<file path="config.mk">
export PLATFORM = sky130hd
export DESIGN_NAME = ffba_cell
export DESIGN_NICKNAME = d
export VERILOG_FILES = /design/src/rtl/first_fit_block_allocator_assert.svh /design/src/rtl/ffba_pkg.sv /design/src/rtl/ffba_cell.sv
export SDC_FILE = /design/constraint.sdc
export NUM_CORES = 1
export LEC_CHECK = 0
export ABC_CLOCK_PERIOD_IN_PS = 13400
export BUFFER_PORTS_ARGS = -buffer_cell sky130_fd_sc_hd__buf_2
export CAP_MARGIN = 25
export CORE_UTILIZATION = 45
export DETAILED_ROUTE_END_ITERATION = 6
export HOLD_SLACK_MARGIN = 0.06
export PLACE_DENSITY = 0.79
export SLEW_MARGIN = 20
export SYNTH_ARGS = -nofsm -noshare
export SYNTH_HDL_FRONTEND = slang
export SYNTH_SLANG_ARGS = --single-unit
export TNS_END_PERCENT = 50
</file>
<file path="constraint.sdc">
create_clock -name clk -period 13.4 [get_ports clk]
set_input_delay 2.68 -clock clk [delete_from_list [all_inputs] [get_ports clk]]
set_output_delay 2.68 -clock clk [all_outputs]
set_load 0.02 [all_outputs]
</file>
<file path="src/rtl/first_fit_block_allocator_assert.svh">
// ----------------------------------------------------------------------------
// Assertion macros for the first-fit block allocator
// Shared wrappers for concurrent checks clocked on clk, disabled in reset.
// ----------------------------------------------------------------------------
`ifndef FIRST_FIT_BLOCK_ALLOCATOR_ASSERT_SVH
`define FIRST_FIT_BLOCK_ALLOCATOR_ASSERT_SVH

// Same-cycle implication.
`define FFBA_ASSERT_IMPLIES(lbl, ante, cons) \
  lbl: assert property (@(posedge clk) disable iff (rst) (ante) |-> (cons)) \
    else $error("allocator check failed");

// Next-cycle implication.
`define FFBA_ASSERT_NEXT(lbl, ante, cons) \
  lbl: assert property (@(posedge clk) disable iff (rst) (ante) |=> (cons)) \
    else $error("allocator check failed");

`endif

</file>
<file path="src/rtl/ffba_pkg.sv">
`timescale 1ns / 1ps
// ----------------------------------------------------------------------------
// ffba_pkg
// Types, codes and constants shared by the allocator cells and top level.
// ----------------------------------------------------------------------------
package ffba_pkg;

  localparam int MAX_NODES_DEF = 64;
  localparam logic [31:0] MEM_SIZE_RST = 32'd65536;
  localparam logic [32:0] GRAIN_MASK = 33'h0000_000F;

  localparam logic [2:0] ST_OK        = 3'd0;
  localparam logic [2:0] ST_ZERO      = 3'd1;
  localparam logic [2:0] ST_TOO_LARGE = 3'd2;
  localparam logic [2:0] ST_NO_MEMORY = 3'd3;
  localparam logic [2:0] ST_NO_NODES  = 3'd4;
  localparam logic [2:0] ST_NOT_FOUND = 3'd5;

  localparam logic REQ_ALLOC = 1'b0;
  localparam logic REQ_FREE  = 1'b1;

  typedef enum logic [2:0] {
    OP_HOLD,
    OP_INIT,
    OP_SORT,
    OP_FIND_FIT,
    OP_FIND_BASE,
    OP_ALLOC,
    OP_RELEASE,
    OP_MERGE
  } op_t;

  typedef struct packed {
    logic [31:0] base;
    logic [31:0] size;
    logic        used;
  } node_t;

  // Broadcast command from the controller to every cell.
  typedef struct packed {
    op_t         op;
    logic        phase;
    logic        split;
    logic [32:0] need;
    logic [31:0] key;
    logic [31:0] value;
  } cmd_t;

endpackage

</file>
<file path="src/rtl/ffba_cell.sv">
`timescale 1ns / 1ps
// ----------------------------------------------------------------------------
// ffba_cell
// One table slot: holds a node, swaps and shifts with its neighbors.
// ----------------------------------------------------------------------------
module ffba_cell #(
  parameter int IDX   = 0,
  parameter int CNT_W = 7,
  parameter int IDX_W = 6
) (
  input  logic                clk,
  input  ffba_pkg::cmd_t      cmd,
  input  logic [CNT_W-1:0]    count,
  input  logic [IDX_W-1:0]    target,
  input  ffba_pkg::node_t     left,
  input  ffba_pkg::node_t     right,
  input  logic                hit_in,
  output logic                hit_out,
  output ffba_pkg::node_t     node,
  output ffba_pkg::node_t     sel,
  output logic [IDX_W-1:0]    sel_idx
);

  localparam logic [CNT_W-1:0] MY_CNT = CNT_W'(IDX);
  localparam logic [CNT_W-1:0] NX_CNT = CNT_W'(IDX + 1);
  localparam logic [IDX_W-1:0] MY_IDX = IDX_W'(IDX);
  localparam logic             MY_PAR = 1'(IDX % 2);

  ffba_pkg::node_t node_next;
  logic            hit;
  logic            first;
  logic            live;
  logic            has_right;

  assign live      = MY_CNT < count;
  assign has_right = NX_CNT < count;

  always_comb begin
    case (cmd.op)
      ffba_pkg::OP_FIND_FIT:  hit = live && !node.used && ({1'b0, node.size} >= cmd.need);
      ffba_pkg::OP_FIND_BASE: hit = live && (node.base == cmd.key);
      ffba_pkg::OP_MERGE:     hit = has_right && !node.used && !right.used &&
                                    ((node.base + node.size) == right.base);
      default:                hit = 1'b0;
    endcase
  end

  assign first   = hit && !hit_in;
  assign hit_out = hit_in || hit;
  assign sel     = first ? node : '0;
  assign sel_idx = first ? MY_IDX : '0;

  always_comb begin
    node_next = node;
    case (cmd.op)
      ffba_pkg::OP_INIT: begin
        if (IDX == 0) begin
          node_next.base = '0;
          node_next.size = cmd.value;
          node_next.used = 1'b0;
        end
      end
      ffba_pkg::OP_SORT: begin
        // Odd-even transposition: lower cell of a pair takes the right node,
        // upper cell takes the left one, when the pair is out of order.
        if (cmd.phase == MY_PAR && has_right && node.base > right.base) begin
          node_next = right;
        end else if (IDX != 0 && cmd.phase != MY_PAR && live && left.base > node.base) begin
          node_next = left;
        end
      end
      ffba_pkg::OP_ALLOC: begin
        if (target == MY_IDX) begin
          node_next.used = 1'b1;
          if (cmd.split) begin
            node_next.size = cmd.need[31:0];
          end
        end
        if (cmd.split && count == MY_CNT) begin
          node_next.base = cmd.key;
          node_next.size = cmd.value;
          node_next.used = 1'b0;
        end
      end
      ffba_pkg::OP_RELEASE: begin
        if (target == MY_IDX) begin
          node_next.used = 1'b0;
        end
      end
      ffba_pkg::OP_MERGE: begin
        if (first) begin
          node_next.size = node.size + right.size;
        end else if (hit_in) begin
          node_next = right;
        end
      end
      default: node_next = node;
    endcase
  end

  always_ff @(posedge clk) begin
    node <= node_next;
  end

endmodule

</file>
== After elaboration in Yosys (flattened, before gate mapping) ==
Index checks and enable logic that the tools add are counted.
Storage, ports and cells
  output and inout bits: 137
  bits in registers: 65
  word-level logic and storage cells: 61
  input port bits: 247
Operators by class
  equality and inequality tests: 17
  $lt $le $gt $ge: 4
  muxes and demuxes: 13
  bitwise gates (word level): 1
  $add $sub $neg: 2
  reductions and logical operators: 21
Operators by type and width (count)
  65-bit 2-to-1 mux: 4
  64-bit case mux with 4 select lines: 1
  32-bit 2-to-1 mux: 3
  32-bit adder: 2
  32-bit equality test: 2
  32-bit by 33-bit >= comparator with 1-bit output: 1
  33-bit 2-to-1 mux: 1
  32-bit greater-than comparator: 1
  1-bit by 7-bit less-than comparator with 1-bit output (first input constant): 2
  3-bit equality test (second input constant): 4
  1-bit logical AND: 10
  2-bit != test (second input constant): 5
  5-bit AND reduction: 2
  3-bit != test (second input constant): 3
  7-bit logical NOT: 1
  3-bit by 2-bit equality test with 1-bit output (second input constant): 2
  6-bit logical NOT: 1
  6-bit AND reduction: 1
  1-bit case mux with 5 select lines: 1
  5-bit nonzero test: 1
  4-bit nonzero test: 1
  3-bit by 1-bit equality test with 1-bit output (second input constant): 1
  1-bit logical NOT: 3
  1-bit case mux with 3 select lines: 1
  3 further kinds: 4

== Depth between registers and ports, before layout ==
Gate-level depths: netlist of run 1.
  depth after elaboration: 8
  mapped depth: 15
  depth with buffers taken out: 13

== Least setup slack after synthesis of run 1 ==
Ideal clock, no wire load.
  path type: input port to output port
  start point: input cmd[100] (netlist bit)
  end point: output sel[1] (netlist bit)
  cell stages on the path: 14
  data arrival time: 5155 ps
  path slack: 5565 ps
  data required time: 10720 ps
  cells stage by stage: clkbuf_1 -> and3_1 -> clkbuf_1 -> nand3_1 -> nor3_1 -> o2111ai_1 -> nor4_1 -> nand4_1 -> nor4_1 -> and4_1 -> buf_6 -> nor2_4 -> buf_6 -> nor3_1
RTL lines
  start, declared: RTL line ffba_cell.sv:12  | input ffba_pkg::cmd_t cmd,
  end, declared: RTL line ffba_cell.sv:20  | output ffba_pkg::node_t sel,

==> results_dict.tcl, run 1 <==
set metrics [dict create \
    status "completed" \
    die_w_um 161 \
    max_freq_mhz 107 \
    avgRoutedWirePerCell_um 23.3 \
    async_flop_share_pct 0 \
    final_util_pct 54.5 \
    crit_type "primary input to output pin" \
    cts_setup_buffers 0 \
    hold_start "node[1]" \
    slew_viol_final 0 \
    finalSetupTns_ps 0 \
    cp-end-kind "output pin" \
    r2r_cells 14 \
    synthTopCellsByArea "edfxtp_1 17%, ha_1 14%, xnor2_1 5.3%" \
    synth_cells 1445 \
    drtIter0Drc 1368 \
    drc 0 \
    whs_path_depth 3 \
    drive_gt1_share_pct 22.6 \
    p_seq_share_pct 26.6 \
    antenna_found_initial 6 \
    drtPass1Iterations 7 \
    cp_top_family "simple AND/OR/NAND/NOR gates" \
    grt_pass1_vias 12100 \
    worst-path-buf-inv 4 \
    cts_max_level 3 \
    globalplace.congestion 1.01 \
    cts_max_path_buffers 2 \
    whs_endpoint "node[1]" \
    synth_edf_count 65 \
    synth_top_area_share_pct 17.3 \
    synth_top_family_by_area "compound AO/OA/AOI/OAI gates" \
    synthSimpleGateAreaFrac_pct 20.9 \
    cts_repair_resize_count 0 \
    seq_area_frac_synth_pct 17.3 \
    grt_usage_pct 35.7 \
    port_buffers 312 \
    root_buffer "clkbuf_16" \
    hold_buffers 0 \
    rows 57 \
    dieHeight_um 161 \
    arrival_ps 6670 \
    synth_adder_area_share_pct 14.3 \
    ys_ff_latch 65 \
    synth_flop_cell "edfxtp_1" \
    synth_compound_area_share_pct 30.6 \
    grt_overflow 0 \
    cap_violations 0 \
    cts_inserted_buffers 9 \
    fin_nets 2076 \
    critPathMaxStageDelay_ps 730 \
    synth_area_mm2 0.0113 \
    powerDensity_mw_per_mm2 79.2 \
    yosys.cell_types.count 89 \
    worst_r2r_endpoint "node[16]" \
    synth.largest_area_cell "edfxtp_1" \
    grt_first_pass_wirelength_um 70900 \
    ir_drop_v 0.0000472 \
    clk_pin_slew_ps 60 \
    dp_cells 2014 \
    grt_max_degree 47 \
    core_mm2 0.0245 \
    initial_core_util_pct 46.2 \
    viasPerCell 6.43 \
    min_period_ps 9350 \
    crit_fanout 46 \
    pwr-share-comb_pct 50.0 \
    wirelength_um 47500 \
    crit_slowest_cell "buf_2" \
    final_cell_area_mm2 0.0133 \
    clock-sinks 65 \
    fin_crit_sh_pct 69.8 \
    top_register "node" \
    ff_latch_area_mm2 0.00195 \
    skew_ps 10.1 \
    synth_xor_area_share_pct 7.97 \
    power_switching_share_pct 43.7 \
    p_leak_nw 5.97 \
    hp-class "register to register" \
    area_delta_synth_final_pct 17.9 \
    largest_reg_flops 65 \
    power_frac_clock_pct 23.4 \
    setup_viol 0 \
    required_ps 10720 \
    dpl_cell_area_mm2 0.0130 \
    cts_tree "yes" \
    finalHoldViolCount 0 \
    path_cells "buf_2, and3_1, nand3_1, nor3_1, o2111ai_1, nor4_1, nand4_1, nor4_1, nand4_1, buf_4, a21oi_4, buf_16, and2_1, buf_2" \
    syn_area_per_cell_um2 7.83 \
    num_vias 13100 \
    r2r_start "node[1]" \
    start_kind "primary input" \
    ios 384 \
    largest_registers "node (65)" \
    ff2ff_setup_slack_ps 7960 \
    worst_pin_slew_ps 1090 \
    stdcell_count 2036 \
    relSlewSlack_pct 26.8 \
    clk_latency_ps 360 \
    drtAntennaViolNets 0 \
    fill_cells 2347 \
    yosysWarningCount 0 \
    grt_setup_unrepaired "no" \
    p_int_w 0.000595 \
    dieArea_mm2 0.0258 \
    post-dp-hpwl_um 36500 \
    synthMuxAreaShare_pct 2.01 \
    power_switching_w 0.000461 \
    multiInputGateArea_mm2 0.00864 \
]
[through the flow]
stage	worst slack (ps)	hold WS [ps]	power (W)
6_report	4050	921	0.00106
5_1_grt	3800	944	0.00111
4_1_cts	4130	901	0.00104
3_5_place_dp	4160	886	0.000798
3_3_place_gp	3950	874	0.000790
2_1_floorplan	5560	918	0.000622
[synth_stat cells, drive strengths merged, types with 10 or more instances]
cell,count
o31ai,10
o311ai,10
a221oi,47
nand3,24
a311o,12
clkbuf,55
a21o,31
xnor2,68
a21boi,20
and2,70
a22o,34
nand4,50
o21a,17
a21oi,99
o211ai,25
ha,126
edfxtp,65
mux2i,19
xor2,35
inv,93
nor4,17
nor2,111
nor3,27
buf,32
nand2,101
o22ai,26
a211oi,24
o21ai,70
[layout by cell type, fill, tap and decap left out, drive strengths merged, types with 19 or more instances in the layout]
| master | Yosys | layout |
|---|---|---|
| o22ai | 26 | 26 |
| inv | 93 | 93 |
| nor2 | 111 | 111 |
| mux2i | 19 | 19 |
| edfxtp | 65 | 65 |
| a21oi | 99 | 99 |
| and2 | 70 | 70 |
| a211oi | 24 | 24 |
| a22o | 34 | 34 |
| nand4 | 50 | 50 |
| buf | 32 | 328 |
| nand2 | 101 | 101 |
| xnor2 | 68 | 68 |
| a21boi | 20 | 20 |
| nand3 | 24 | 24 |
| a221oi | 47 | 47 |
| nor3 | 27 | 27 |
| o211ai | 25 | 25 |
| xor2 | 35 | 35 |
| o21ai | 70 | 70 |
| a21o | 31 | 31 |
| ha | 126 | 126 |
[metal layers]
layer / part of all wire [%] / track usage [%] / wire length [µm] / up-vias
li1: - / - / - / 6004
met1: 41 / 46.5 / 19400 / 6194
met2: 47 / 59.8 / 22100 / 779
met3: 8.9 / 4.96 / 4230 / 109
met4: 3.7 / 12.9 / 1750 / 2
met5: 0.017 / 0 / 8 / -
[worst min-delay path: stages (launching register included)]
cell and delay [ps]:
edfxtp_1 450, ha_1 160, nand2_1 50, o211ai_1 150
[logic make-up (layout without fill, tap and decap cells)]
family	after synthesis	after routing
other cells	1	12
fa+ha+maj	128	128
compound gates	487	487
xor+xnor	103	103
mux	22	22
simple gates	458	458
flops	65	65
buf+inv	181	437
[power by group through the flow]
stage               Clock (W)  Combinational, W  Sequential [W]
CTS                  0.000245          0.000517        0.000280
global route         0.000253          0.000571        0.000282
global placement            0          0.000507        0.000283
detailed placement          0          0.000514        0.000284
finish               0.000247          0.000528        0.000281
floorplan                   0          0.000340        0.000282
[layout make-up]
class | count | area share, %
antenna | 6 | 0.113
clock buffer | 12 | 1.77
clock inverter | 4 | 0.328
inverter | 93 | 2.62
multi-input combinational | 1204 | 64.7
sequential | 65 | 14.6
tap | 324 | 3.04
timing repair buffer | 328 | 12.8
[how the worst max path moves through the flow]
stage	startpoint	end	cells after the start
after global routing	cmd[100]	sel[15]	14
final	cmd[100]	sel[17]	14
after floorplan	cmd[100]	sel[1]	14
after CTS	cmd[100]	sel[17]	14
after detailed placement	cmd[100]	sel[17]	14
after global placement	cmd[100]	sel[21]	13
Note: power is estimated with default switching activity, not from simulation.
==> inputs of run 2 (changes only) <==
--- a/config.mk
+++ b/config.mk
@@ -5,7 +5,7 @@
 export SDC_FILE = /design/constraint.sdc
 export NUM_CORES = 1
 export LEC_CHECK = 0
-export ABC_CLOCK_PERIOD_IN_PS = 13400
+export ABC_CLOCK_PERIOD_IN_PS = 9700
 export BUFFER_PORTS_ARGS = -buffer_cell sky130_fd_sc_hd__buf_2
 export CAP_MARGIN = 25
 export CORE_UTILIZATION = 45
==> constraint.sdc (replaced) <==
create_clock -name clk -period 9.7 [get_ports clk]
set_input_delay 1.94 -clock clk [delete_from_list [all_inputs] [get_ports clk]]
set_output_delay 1.94 -clock clk [all_outputs]
set_load 0.02 [all_outputs]
==> run 2 against run 1 <==
  * Routed wire length decreased by 0.99%
  * Global-route usage increased by 0.098 points
  * Core utilization decreased by 0.11 points
  * Power increased by 35%
  * Setup slack got worse by 2100 ps
  * Largest cell class unchanged
  * Combinational power increased by 38%
  * Count of clock-buffer cells in the layout decreased by 1
  * Die area unchanged
  * Cell count about the same
==> results_dict.tcl, run 2 (synthesis gave the netlist of run 1 again) <==
set metrics [dict create \
    avgRoutedWirePerCell_um 23.1 \
    fill_cells 2372 \
    powerDensity_mw_per_mm2 107 \
    drive_gt1_share_pct 22.8 \
    wirelength_um 47000 \
    port_buffers 312 \
    finalSetupTns_ps 0 \
    final_cell_mix "312 x buf_2, 126 x ha_1, 109 x nor2_1, 101 x nand2_1, 95 x a21oi_1" \
    dp_slack_ps 2060 \
    path_cells "buf_2, and3_1, nand3_1, nor3_1, o2111ai_1, nor4_1, nand4_1, nor4_1, nand4_1, buf_4, a21oi_4, buf_4, and2_1, buf_2" \
    grt_pass1_vias 12300 \
    hp-class "register to register" \
    crit_slowest_cell "a21oi_4" \
    viasPerCell 6.41 \
    final_common_cell "buf_2" \
    hold_buffers 0 \
    cts_max_level 3 \
    drtPass1Iterations 5 \
    max_freq_mhz 129 \
    grt_overflow 0 \
    p_leak_nw 5.97 \
    num_vias 13000 \
    grt_usage_pct 35.8 \
    status "completed" \
    min_period_ps 7760 \
    fin_nets 2079 \
    drtIter0Drc 1395 \
    globalplace.congestion 0.962 \
    core_mm2 0.0245 \
    grt_max_degree 46 \
    fin_crit_sh_pct 80.0 \
    grt_first_pass_wirelength_um 71100 \
    top_register "node" \
    die_w_um 161 \
    dieHeight_um 161 \
    post-dp-hpwl_um 36600 \
    slew_viol_final 0 \
    rows 57 \
    grt_setup_unrepaired "no" \
    ios 384 \
    drc 0 \
    critPathMaxStageDelay_ps 790 \
    relSlewSlack_pct 29.0 \
    setup_viol 0 \
    cts_repair_resize_count 0 \
    clk_pin_slew_ps 60 \
    cap_violations 0 \
    dp_cells 2017 \
    drtAntennaViolNets 0 \
    cts_tree "yes" \
    worst_pin_slew_ps 1060 \
    required_ps 7760 \
    ir_drop_v 0.0000663 \
    area_delta_synth_final_pct 17.7 \
    largest_reg_flops 65 \
    antenna_found_initial 7 \
    initial_core_util_pct 46.2 \
    arrival_ps 5820 \
    root_buffer "clkbuf_16" \
    start_kind "primary input" \
    crit_fanout 42 \
    finalHoldViolCount 0 \
    setup_ws_ps 1940 \
    cts_setup_buffers 0 \
    crit_type "primary input to output pin" \
    clk_latency_ps 350 \
    skew_ps 11.9 \
    largest_registers "node (65)" \
    cts_max_path_buffers 2 \
    stdcell_count 2037 \
    clock-sinks 65 \
    cts_inserted_buffers 9 \
    dieArea_mm2 0.0258 \
    cp-end-kind "output pin" \
]
## run 2: cell count changes in the layout (fill, tap and decap cells not counted), sizes merged
cell | previous run | this run
clkinv | 3 | 5
clkbuf | 12 | 11
buf | 328 | 331
diode | 6 | 4
bufinv | 1 | 0
## run 2: final cells by class
| class | count | area, µm² | share of cell area (%) |
|---|---|---|---|
| antenna | 4 | 10.0 | 0.0752 |
| clock buffer | 11 | 233 | 1.75 |
| clock inverter | 5 | 22.5 | 0.169 |
| inverter | 93 | 349 | 2.62 |
| multi-input combinational | 1204 | 8640 | 64.9 |
| sequential | 65 | 1950 | 14.7 |
| tap | 324 | 405 | 3.05 |
| timing repair buffer | 331 | 1700 | 12.8 |
## run 2: metal layers
layer  up-vias  wire [µm]  track usage (%)  part of all wire [%]
li1       6006          -                -                     -
met1      6179      19500             46.3                    41
met2       740      21600             58.7                    46
met3       118       4190             6.56                   8.9
met4         4       1720             14.0                   3.7
met5         -         26                0                 0.055
## run 2: worst paths after layout
kind | startpoint | to | cells after the start | slack (ps)
setup / recovery | cmd[101] | sel[14] | 14 | 1940
hold / removal | node[1] | node[1] | 3 | 890
setup reg to reg | node[7] | node[28] | 12 | 4320
hold reg to reg | node[1] | node[1] | 3 | 890
## run 2: critical path, delay by kind of cell
family | cells | cell delay (ps)
AOI/OAI and AO/OA | 2 | 960
and+or+nand+nor | 8 | 1720
buffers and inverters | 4 | 1160
## run 2: per-stage QoR
| step | hold WS (ps) | util (%) | cell area, µm² | power, W |
|---|---|---|---|---|
| global placement | 881 | 53.3 | 13000 | 0.00109 |
| detailed placement | 865 | 53.3 | 13000 | 0.00110 |
| global route | 964 | 54.4 | 13300 | 0.00150 |
| floorplan | 918 | - | 11300 | 0.000859 |
| CTS | 880 | 54.4 | 13300 | 0.00141 |
| finish | 892 | 54.4 | 13300 | 0.00142 |
## run 2: power breakdown
| part | switching (W) | internal, W | total [W] |
|---|---|---|---|
| logic | 0.000443 | 0.000286 | 0.000729 |
| clock network | 0.000139 | 0.000170 | 0.000310 |
| registers | 0.0000478 | 0.000338 | 0.000386 |
==> inputs of run 3 (changes only) <==
--- a/config.mk
+++ b/config.mk
@@ -5,7 +5,7 @@
 export SDC_FILE = /design/constraint.sdc
 export NUM_CORES = 1
 export LEC_CHECK = 0
-export ABC_CLOCK_PERIOD_IN_PS = 9700
+export ABC_CLOCK_PERIOD_IN_PS = 8000
 export BUFFER_PORTS_ARGS = -buffer_cell sky130_fd_sc_hd__buf_2
 export CAP_MARGIN = 25
 export CORE_UTILIZATION = 45
==> constraint.sdc (replaced) <==
create_clock -name clk -period 8 [get_ports clk]
set_input_delay 1.6 -clock clk [delete_from_list [all_inputs] [get_ports clk]]
set_output_delay 1.6 -clock clk [all_outputs]
set_load 0.02 [all_outputs]
==> run 3 against run 2 <==
  * Routed wire length up 0.40%
  * First-iteration DRC count is 5.2% higher
  * Power rose by 21%
  * Register-to-register slack worse by 1800 ps
  * Final area grew 0.19%
  * Global-route usage is essentially flat
  * Flip-flop and latch count stayed put
  * Combinational power increased by 22%
  * Largest power group unchanged
==> results_dict.tcl, run 3 (synthesis gave the netlist of run 1 again) <==
set metrics [dict create \
    status "completed" \
    cts_repair_resize_count 0 \
    area_delta_synth_final_pct 17.9 \
    hold_buffers 0 \
    final_common_cell "buf_2" \
    power_switching_w 0.000764 \
    dieHeight_um 161 \
    globalplace.congestion 0.970 \
    required_ps 6400 \
    r2r_start "node[7]" \
    ios 384 \
    ff2ff_setup_slack_ps 2520 \
    dieArea_mm2 0.0258 \
    grt_usage_pct 35.8 \
    final_cell_area_mm2 0.0133 \
    cts_max_path_buffers 2 \
    slew_viol_final 0 \
    fin_crit_sh_pct 83.5 \
    r2r_cells 12 \
    max_freq_mhz 150 \
    fin_nets 2080 \
    clock-sinks 65 \
    core_mm2 0.0245 \
    relSlewSlack_pct 34.2 \
    startpoint "node[7]" \
    crit_end "sel[40]" \
    start_kind "register" \
    arrival_ps 5080 \
    grt_pass1_vias 12300 \
    p_total_w 0.00173 \
    final_cell_mix "312 x buf_2, 126 x ha_1, 109 x nor2_1, 101 x nand2_1, 95 x a21oi_1" \
    grt_first_pass_wirelength_um 71100 \
    final_util_pct 54.5 \
    num_vias 13100 \
    post-dp-hpwl_um 36800 \
    skew_ps 9.54 \
    rows 57 \
    antenna_found_initial 5 \
    clk_latency_ps 350 \
    p_leak_nw 5.99 \
    finalSetupTns_ps 0 \
    largest_reg_flops 65 \
    drc 0 \
    largest_registers "node (65)" \
    cts_setup_buffers 0 \
    cts_tree "yes" \
    clk_pin_slew_ps 60 \
    min_period_ps 6680 \
    grt_max_degree 46 \
    cap_violations 0 \
    crit_fanout 37 \
    pwr-share-comb_pct 51.4 \
    setup_viol 0 \
    worst_pin_slew_ps 985 \
    grt_setup_unrepaired "no" \
    drive_gt1_share_pct 22.9 \
    grt_overflow 0 \
    p_seq_share_pct 27.1 \
    wirelength_um 47200 \
    cts_max_level 3 \
    drtAntennaViolNets 0 \
    ir_drop_v 0.0000673 \
    initial_core_util_pct 46.2 \
    port_buffers 312 \
    cp-end-kind "output pin" \
    avgRoutedWirePerCell_um 23.2 \
    power_switching_share_pct 44.2 \
    root_buffer "clkbuf_16" \
    worst_r2r_endpoint "node[26]" \
    powerDensity_mw_per_mm2 130 \
    fill_cells 2329 \
    power_frac_clock_pct 21.5 \
    p_int_w 0.000965 \
    dp_slack_ps 1440 \
    viasPerCell 6.45 \
    hp-class "register to register" \
    drtIter0Drc 1468 \
    die_w_um 161 \
    cts_inserted_buffers 9 \
    dpl_cell_area_mm2 0.0131 \
    top_register "node" \
    finalHoldViolCount 0 \
    setup_ws_ps 1320 \
    crit_type "register to output pin" \
    drtPass1Iterations 7 \
]
## run 3: changes by cell type in the layout (fill, tap and decap cells not counted), sizes merged
cell,previous run,this run
buf,331,332
clkbuf,11,12
clkinv,5,4
diode,4,3
## run 3: worst min-delay path by stage
stage	from	end	slack, ps	depth (start not counted)
after floorplan	node[1]	node[1]	920	3
after global placement	node[1]	node[1]	880	3
after detailed placement	node[1]	node[1]	890	3
after CTS	node[1]	node[1]	900	3
after global routing	node[1]	node[1]	960	3
final	node[1]	node[1]	900	3
## run 3: layout make-up
cell class | count | area, µm² | area share [%]
clock inverter | 4 | 20.0 | 0.150
inverter | 93 | 349 | 2.62
antenna | 3 | 7.51 | 0.0563
clock buffer | 12 | 236 | 1.77
timing repair buffer | 332 | 1720 | 12.9
sequential | 65 | 1950 | 14.6
tap | 324 | 405 | 3.04
multi-input combinational | 1204 | 8640 | 64.8
## run 3: routing by layer
metal  up-vias  share of wire, %  wire length (µm)  global-route usage (%)
li1       6003                 -                 -                       -
met1      6221                40             19100                    46.9
met2       790                46             21700                    58.4
met3       112               9.7              4600                    5.97
met4         4               3.9              1830                    14.5
met5         -             0.055                26                       0
## run 3: critical path, cell delays in order (launching register included)
cell	delay, ps
edfxtp_1	530
ha_1	510
a2111oi_0	400
o21ai_1	210
a211oi_1	580
o21a_1	290
o21ai_0	130
xnor2_1	150
a211oi_1	500
nand4_1	290
a21oi_4	550
buf_12	260
and2_1	160
buf_2	160
## run 3: per-stage QoR
stage	instances	hold WS, ps
2_1_floorplan	1450	918
3_3_place_gp	2018	881
3_5_place_dp	2018	885
6_report	2037	899
4_1_cts	2034	901
5_1_grt	2035	956
## run 3: power by group through the flow
| stage | logic [W] | clock network, W | registers [W] |
|---|---|---|---|
| after floorplan | 0.000570 | 0 | 0.000472 |
| after global placement | 0.000852 | 0 | 0.000471 |
| after detailed placement | 0.000863 | 0 | 0.000472 |
| after CTS | 0.000868 | 0.000376 | 0.000465 |
| after global routing | 0.000962 | 0.000383 | 0.000470 |
| final | 0.000889 | 0.000372 | 0.000468 |
